$ cat config.mk
export PLATFORM = sky130hd
export DESIGN_NAME = multi_channel_heartbeat_monitor_core
export DESIGN_NICKNAME = d
export VERILOG_FILES = /design/src/rtl/mchm_pkg.sv /design/src/rtl/multi_channel_heartbeat_monitor_core.sv
export SDC_FILE = /design/constraint.sdc
export NUM_CORES = 1
export LEC_CHECK = 0
export ABC_AREA = 1
export BUFFER_PORTS_ARGS = -buffer_cell sky130_fd_sc_hd__buf_2
export CORE_MARGIN = 1
export CORE_UTILIZATION = 59
export DETAILED_ROUTE_END_ITERATION = 10
export GPL_TIMING_DRIVEN = 0
export PLACE_DENSITY = 0.79
export SETUP_SLACK_MARGIN = 0.2
export SYNTH_ARGS = -nofsm -noshare
export SYNTH_HDL_FRONTEND = slang
export SYNTH_SLANG_ARGS = --single-unit
$ cat constraint.sdc
create_clock -name clk -period 4.3 [get_ports clk]
set_input_delay 0.645 -clock clk [delete_from_list [all_inputs] [get_ports clk]]
set_output_delay 0.645 -clock clk [all_outputs]
set_load 0.02 [all_outputs]
$ cat src/rtl/mchm_pkg.sv
package mchm_pkg;

  // Operation codes carried by an input word
  typedef enum logic [1:0] {
    OP_BEAT  = 2'd0,
    OP_CHECK = 2'd1,
    OP_CLEAR = 2'd2
  } op_t;

  // Configuration register indexes
  localparam logic [1:0] CFG_TICK_INC  = 2'd0;
  localparam logic [1:0] CFG_HANG_TOUT = 2'd1;
  localparam logic [1:0] CFG_CRIT_MASK = 2'd2;

  localparam int CFG_IDX_W  = 2;
  localparam int CFG_DATA_W = 32;

  localparam int TICK_W  = 16;
  localparam int STUCK_W = 32;
  localparam int MASK_W  = 6;
  localparam int OP_W    = 2;
  localparam int CHAN_W  = 3;
  localparam int COUNT_W = 3;

  localparam logic [TICK_W-1:0]  TICK_INC_RST  = 16'd500;
  localparam logic [STUCK_W-1:0] HANG_TOUT_RST = 32'd2000;
  localparam logic [MASK_W-1:0]  CRIT_MASK_RST = 6'd14;

  localparam int CHANNELS_DEF = 6;

endpackage

$ cat src/rtl/multi_channel_heartbeat_monitor_core.sv
// Latency: an armed check word yields its result word in the cycle after it is accepted.
// Throughput: one input word per cycle; every channel's stuck-time adder and timeout
// compare run in parallel in that single pass, and the output register frees the
// input side whenever its word is taken or empty.
// Reset (rst_n low, synchronous): registers to their defaults, seen marks, stuck
// times, armed and emergency stop cleared; no output word pending.
module multi_channel_heartbeat_monitor_core
  import mchm_pkg::*;
#(
  parameter int CHANNELS = CHANNELS_DEF
) (
  input  logic                  clk,
  input  logic                  rst_n,
  input  logic                  cfg_we,
  input  logic [CFG_IDX_W-1:0]  cfg_index,
  input  logic [CFG_DATA_W-1:0] cfg_wdata,
  input  logic                  in_valid,
  output logic                  in_ready,
  input  logic [OP_W-1:0]       in_operation,
  input  logic [CHAN_W-1:0]     in_channel,
  output logic                  out_valid,
  input  logic                  out_ready,
  output logic [COUNT_W-1:0]    out_hung_count,
  output logic [MASK_W-1:0]     out_hung_channels,
  output logic                  out_estop
);

  localparam int CNT_W = $clog2(CHANNELS + 1);

  // Configuration registers
  logic [TICK_W-1:0]  tick_inc_r;
  logic [STUCK_W-1:0] hang_tout_r;
  logic [MASK_W-1:0]  crit_mask_r;

  // Channel state
  logic [CHANNELS-1:0] seen_r, seen_nxt;
  logic [STUCK_W-1:0]  stuck_r   [CHANNELS];
  logic [STUCK_W-1:0]  stuck_nxt [CHANNELS];
  logic                armed_r, armed_nxt;
  logic                estop_r, estop_nxt;

  // Output register
  logic               out_valid_r, out_valid_nxt;
  logic [COUNT_W-1:0] out_count_r, out_count_nxt;
  logic [MASK_W-1:0]  out_hung_r, out_hung_nxt;
  logic               out_estop_r, out_estop_nxt;

  // Check datapath
  logic [STUCK_W-1:0]         stuck_sat [CHANNELS];
  logic [STUCK_W:0]           stuck_sum [CHANNELS];
  logic [CHANNELS-1:0]        hung_all;
  logic [CHANNELS+MASK_W-1:0] hung_pad;
  logic [MASK_W-1:0]          hung_lo;
  logic [CNT_W-1:0]           hung_cnt;
  logic                       accept;
  op_t                        op;

  // The input side only waits while a result word is held and not taken
  assign in_ready = !out_valid_r || out_ready;
  assign accept   = in_valid && in_ready;
  assign op       = op_t'(in_operation);

  // Per-channel saturating add and timeout compare, all lanes in parallel.
  // A channel seen since the last check is never hung.
  always_comb begin
    for (int i = 0; i < CHANNELS; i++) begin
      stuck_sum[i] = {1'b0, stuck_r[i]} + {{(STUCK_W + 1 - TICK_W){1'b0}}, tick_inc_r};
      stuck_sat[i] = stuck_sum[i][STUCK_W] ? {STUCK_W{1'b1}} : stuck_sum[i][STUCK_W-1:0];
      hung_all[i]  = !seen_r[i] && (stuck_sat[i] >= hang_tout_r);
    end
  end

  // Channels past the mask width still count, but get no flag bit
  assign hung_pad = {{MASK_W{1'b0}}, hung_all};
  assign hung_lo  = hung_pad[MASK_W-1:0];
  assign hung_cnt = CNT_W'($countones(hung_all));

  always_comb begin
    seen_nxt      = seen_r;
    stuck_nxt     = stuck_r;
    armed_nxt     = armed_r;
    estop_nxt     = estop_r;
    out_count_nxt = out_count_r;
    out_hung_nxt  = out_hung_r;
    out_estop_nxt = out_estop_r;
    out_valid_nxt = out_valid_r && !out_ready;

    if (accept) begin
      case (op)
        OP_BEAT: begin
          // Mark the addressed channel; out-of-range channels drop out here
          for (int i = 0; i < CHANNELS; i++) begin
            if (int'(in_channel) == i) begin
              seen_nxt[i] = 1'b1;
            end
          end
        end
        OP_CHECK: begin
          if (armed_r) begin
            for (int i = 0; i < CHANNELS; i++) begin
              stuck_nxt[i] = seen_r[i] ? '0 : stuck_sat[i];
            end
            seen_nxt      = '0;
            estop_nxt     = estop_r || |(hung_lo & crit_mask_r);
            out_valid_nxt = 1'b1;
            // Saturate the count at the field's maximum
            out_count_nxt = (int'(hung_cnt) > 7) ? COUNT_W'(7) : COUNT_W'(hung_cnt);
            out_hung_nxt  = hung_lo;
            out_estop_nxt = estop_r || |(hung_lo & crit_mask_r);
          end
        end
        OP_CLEAR: begin
          // Arm and zero the channels; the emergency stop stays latched
          seen_nxt  = '0;
          for (int i = 0; i < CHANNELS; i++) begin
            stuck_nxt[i] = '0;
          end
          armed_nxt = 1'b1;
        end
        default: begin
          // Undefined operation: drop the word
        end
      endcase
    end
  end

  always_ff @(posedge clk) begin
    if (!rst_n) begin
      tick_inc_r  <= TICK_INC_RST;
      hang_tout_r <= HANG_TOUT_RST;
      crit_mask_r <= CRIT_MASK_RST;
      seen_r      <= '0;
      for (int i = 0; i < CHANNELS; i++) begin
        stuck_r[i] <= '0;
      end
      armed_r     <= 1'b0;
      estop_r     <= 1'b0;
      out_valid_r <= 1'b0;
    end else begin
      // Configuration writes; an index beyond the list is ignored
      if (cfg_we) begin
        case (cfg_index)
          CFG_TICK_INC:  tick_inc_r  <= cfg_wdata[TICK_W-1:0];
          CFG_HANG_TOUT: hang_tout_r <= cfg_wdata[STUCK_W-1:0];
          CFG_CRIT_MASK: crit_mask_r <= cfg_wdata[MASK_W-1:0];
          default: begin
          end
        endcase
      end
      seen_r      <= seen_nxt;
      stuck_r     <= stuck_nxt;
      armed_r     <= armed_nxt;
      estop_r     <= estop_nxt;
      out_valid_r <= out_valid_nxt;
    end
  end

  // Result payload: no reset needed, qualified by out_valid_r
  always_ff @(posedge clk) begin
    out_count_r <= out_count_nxt;
    out_hung_r  <= out_hung_nxt;
    out_estop_r <= out_estop_nxt;
  end

  assign out_valid         = out_valid_r;
  assign out_hung_count    = out_count_r;
  assign out_hung_channels = out_hung_r;
  assign out_estop         = out_estop_r;

endmodule

Word-level counts from Yosys, hierarchy flattened
Index checks and enable logic that the tools add are counted.

Add/sub/neg operators: 11. Order comparisons: 6. Equality and inequality tests: 16. Mux-type cells: 25. Bitwise operators: 1. Reductions and logical operators: 36.

Operators by type and width (count): $mux 32 (12); $pmux 192 s2 (1); $add 32x16->33 (6); $ge 32x32->1 (6); $mux 192 (1); $reduce_and 4->1 (6); $pmux 6 s3 (1); $ne 2x2->1 const B (7); $eq 3x3->1 const B (4); $mux 1 (9); $logic_and 1x1->1 (8); $logic_not 1->1 (8); $reduce_and 2->1 (4); $add 1x1->2 (3); $and 6x6->6 (1); $mux 6 (1); $reduce_and 3->1 (2); $reduce_or 6->1 (1); $eq 2x1->1 const B (2); $eq 2x2->1 const B (2); $logic_not 2->1 (2); $add 2x2->3 (1); $add 3x2->3 (1); $eq 3x2->1 const B (1); 4 further kinds (5).

Register bits: 265. Input port bits: 44. Logic and storage cells: 116.

Logic depth before layout (Yosys ltp)
Word-level depth: 7. Mapped depth: 31. Gate-level depth less buffers: 31.

Least setup slack after synthesis
No wires, ideal clock.

Path kind: register -> register. From: reg tick_inc_r[1]. To: reg out_count_r[1], in the netlist out_hung_count[1], data pin. Setup time: 269 ps. Arrival time: 4423 ps. Required time: 4031 ps. Slack: -392 ps. Cell stages (with the launch flop): 26. Path buffers: 0. Clock period less this slack: 4692 ps. Cell sequence: dfxtp_1 fa_1 nand3_1 nand2_1 nand2_1 nand2_1 nand2_1 nand2_2 nand2_4 nor3_4 or2_2 ha_1 nand2_1 nor2_1 nand2_1 nor2_1 nor2_1 nand2_1 nand2_1 nand2_1 nand2_1 fa_1 fa_1 inv_1 ha_1 fa_1.

Word-level cells in the longest chain between the ends: 7. Elaborated cells on any way between the ends: 29.

RTL lines: from (decl) (line multi_channel_heartbeat_monitor_core.sv:31) `logic [TICK_W-1:0] tick_inc_r;`; from (signal assigned) (line multi_channel_heartbeat_monitor_core.sv:143) `CFG_TICK_INC: tick_inc_r <= cfg_wdata[TICK_W-1:0];`; $add 32x16->33 (line multi_channel_heartbeat_monitor_core.sv:67) `stuck_sum[i] = {1'b0, stuck_r[i]} + {{(STUCK_W + 1 - TICK_W){1'b0}}, tick_inc_r};`; $mux 32 (line multi_channel_heartbeat_monitor_core.sv:68) `stuck_sat[i] = stuck_sum[i][STUCK_W] ? {STUCK_W{1'b1}} : stuck_sum[i][STUCK_W-1:0];`; $ge 32x32->1 (line multi_channel_heartbeat_monitor_core.sv:69) `hung_all[i] = !seen_r[i] && (stuck_sat[i] >= hang_tout_r);`; $logic_and 1x1->1 (line multi_channel_heartbeat_monitor_core.sv:69); $add 1x1->2 (implied by the code) (line multi_channel_heartbeat_monitor_core.sv:76) `assign hung_cnt = CNT_W'($countones(hung_all));`; $add 2x2->3 (implied by the code) (line multi_channel_heartbeat_monitor_core.sv:76); $add 3x2->3 (implied by the code) (*) (line multi_channel_heartbeat_monitor_core.sv:76); net hung_cnt[1] (line multi_channel_heartbeat_monitor_core.sv:54) `logic [CNT_W-1:0] hung_cnt;`; to (signal assigned) (line multi_channel_heartbeat_monitor_core.sv:160) `out_count_r <= out_count_nxt;`; to (decl) (line multi_channel_heartbeat_monitor_core.sv:44) `logic [COUNT_W-1:0] out_count_r, out_count_nxt;`.

The timed path passes the listed nets; every way through them passes the cells marked *. A chain may end at the register's enable or synchronous reset.

Final worst setup path
From: reg tick_inc_r[0]. To: reg out_count_r[1], in the netlist out_hung_count[1], data pin.

The elaborated chain is that of the path after synthesis.

==> run metrics <==
Port Buffers=54; Rows=slightly above 70; TritonRoute pass-1 iters=7; die width=roughly 200 µm; initial antenna violation count=0; WP data required=4.60 ns; die outline height=200 µm; vias in the first global route=23000; most frequent cells in the layout=nand2_1, inv_1, a21oi_1; Synth warnings=0; Tightest Pin Transition=1.35 ns; Overall Power=6840 µW; share of cells above drive strength 1=13.4%; sequential-to-total area share from yosys stat=23.3%; ANT nets after route=0; GR Overflow Total=0; library cells used by synthesis=51; Cell Area, Placed=24300 µm²; Syn Nets=approximately 4000; Hold Path Class=in2reg; gpl congestion=roughly 1; fin worst setup slack=-0.808 ns; Min Hold Slack=0.326 ns; Leak=0.0128 µW; clk slew on worst S/H paths=0.06 ns; cell area after layout=27400 µm²; core box area=38700 µm²; TritonCTS Sinks=265; mean post-synth cell area=6.36 µm²; Iter 0 DRT Violations=between 2000 and 3000; Top delay family on crit path=adder cells; CP Launch Type=register; vias=25700; H-tree level count=2; WL per Instance=19.3 µm; Critical path buffers and inverters=3; largest net degree at the start of global routing=14; Layout Skew=0.0198 ns; outcome=complete, but fails checks; crit path DAT=5.40 ns; Final Setup Violations=3; headroom to the max-slew limit=9.68%; MaxCap Viol Count=0; CTS buffer count=34; post-layout net count=4186; Max Slew Vio Count=0; WS Path Type=reg2reg; critical path's most frequent cell=nand2_2; CP max stage delay=0.55 ns; post-detail-place hpwl=between 50 and 60 mm; GRT Total Usage=40.3%; Clk Latency, worst-skew pair=0.57 ns; drc violations=0; failing checks=negative setup slack; most common cell after layout, fill and taps aside=nand2_1; period utilisation layout=119%; IO Pins=56; worst vdd ir=0.337 mV; Max Buffers Root-to-Sink=3; Achievable Freq=0.196 GHz; CP max FO=8; Setup crit end kind=register; synthesized area=approximately 23000 µm²; Period minus WS final=5.11 ns; Pwr Density=250 nW/µm²; slowest stage cell, crit path=fa_1; vias per cell=5.86; clock root buffer=clkbuf_16; initial core utilization=60.0%; first-pass GRT wire length=126 mm; RSZ-0062 raised after global routing=yes; WL final=approximately 84 mm; CTS tree=built; Yosys reg bits=about 270; Hold Violations, Final=0; Synth Instances=3652; # hold bufs at CTS=0; Area growth, synth to finish=18.0%; die footprint=40200 µm²; diode count=0
-- power by group --
| part | internal [µW] | switching, µW | leakage [µW] | total (µW) |
|---|---|---|---|---|
| sequential | 2500 | 57.5 | 0.00217 | 2560 |
| clock | 1910 | 1220 | 0.000572 | 3130 |
| combinational | 385 | 762 | 0.0101 | 1150 |
-- state kept, by name, indices dropped and copies added (netlist names) --
name,flops
armed_r,1
crit_mask_r,6
estop_r,1
hang_tout_r,32
out_estop,1
out_hung_channels,6
out_hung_count,3
out_valid,1
seen_r,6
stuck_r,192
tick_inc_r,16
-- worst reg2reg max path, delay by kind of cell (launching register included) --
| family | cells | cell delay, ns |
|---|---|---|
| compound gates | 1 | 0.13 |
| fa+ha+maj | 7 | 2.45 |
| buf+inv | 3 | 0.23 |
| flops | 1 | 0.42 |
| simple gates | 18 | 1.62 |
-- repair_timing --
| action | CTS | global route |
|---|---|---|
| setup buffers | 65 | 29 |
| gates cloned | 2 | 2 |
| pin swaps | 41 | 32 |
| setup endpoints to repair | 10 | 6 |
| gates resized for setup | 125 | 120 |
-- path summary, 6_finish.rpt --
check / slack [ns] / end / start / cells after the start
setup / recovery: -0.81 / out_hung_count[1]$_DFFE_PP_ / tick_inc_r[0]$_SDFFE_PN0P_ / 29
hold / removal: 0.33 / hang_tout_r[9]$_SDFFE_PN1P_ / cfg_wdata[9] / 3
setup reg to reg: -0.81 / out_hung_count[1]$_DFFE_PP_ / tick_inc_r[0]$_SDFFE_PN0P_ / 29
hold reg to reg: 0.47 / stuck_r[6]$_SDFFE_PN0P_ / stuck_r[6]$_SDFFE_PN0P_ / 2
-- metal layers --
| layer | track usage [%] | routed length [µm] | vias to the layer above |
|---|---|---|---|
| met3 | 7.56 | 8680 | 321 |
| met1 | 51.4 | 33500 | 11600 |
| met4 | 25.4 | 5810 | 0 |
| li1 | - | - | 12400 |
| met5 | 0 | 0 | - |
| met2 | 62.6 | 36400 | 1323 |
-- metrics by stage --
stage | TNS, ns | setup slack [ns] | instances | utilization (%)
floorplan | -0.295 | -0.186 | 3652 | -
global placement | -4.28 | -1.46 | 4224 | 62.8
detailed placement | -4.22 | -1.44 | 4224 | 62.8
CTS | -1.38 | -0.612 | 4352 | 68.8
global route | -2.65 | -1.04 | 4383 | 70.8
finish | -1.97 | -0.808 | 4383 | 70.8
-- Yosys cell counts, drive strengths merged --
library cell	number	area, µm²
nor3b	2	15.0
xnor2	17	149
a21o	21	158
nor4	14	100
xor2	39	342
clkbuf	57	218
inv	388	1460
nand4	42	305
buf	29	190
nand3b	8	60.1
nor2	299	1150
and3	3	18.8
edfxtp	10	300
o21ai	153	773
ha	293	3670
a21boi	3	22.5
o211ai	10	75.1
or2	44	275
and2	2	12.5
a21oi	413	2080
fa	9	180
dfxtp	255	5100
nor3	62	352
nand2	1164	4470
a31oi	3	18.8
nand2b	2	12.5
o21a	13	97.6
nand3	287	1560
o21bai	10	75.1
-- final cells by class --
cell class / count / area (µm²)
multi-input combinational: 2914 / 17100
fill: 3366 / 11300
sequential: 265 / 5470
inverter: 388 / 1460
timing repair buffer: 151 / 1110
clock buffer: 51 / 998
tap: 518 / 648
buffer: 86 / 468
clock inverter: 10 / 181
-- kinds of logic after synthesis --
| family | count (synthesis) | synth area share (%) |
|---|---|---|
| xor gates and xnor gates | 56 | 2.11 |
| DFF | 265 | 23.3 |
| and+or+nand+nor | 1929 | 35.9 |
| AOI/OAI and AO/OA | 626 | 14.2 |
| buffers and inverters | 474 | 8.02 |
| adders and majority gates | 302 | 16.5 |
Power figures use the tool's default switching activity.
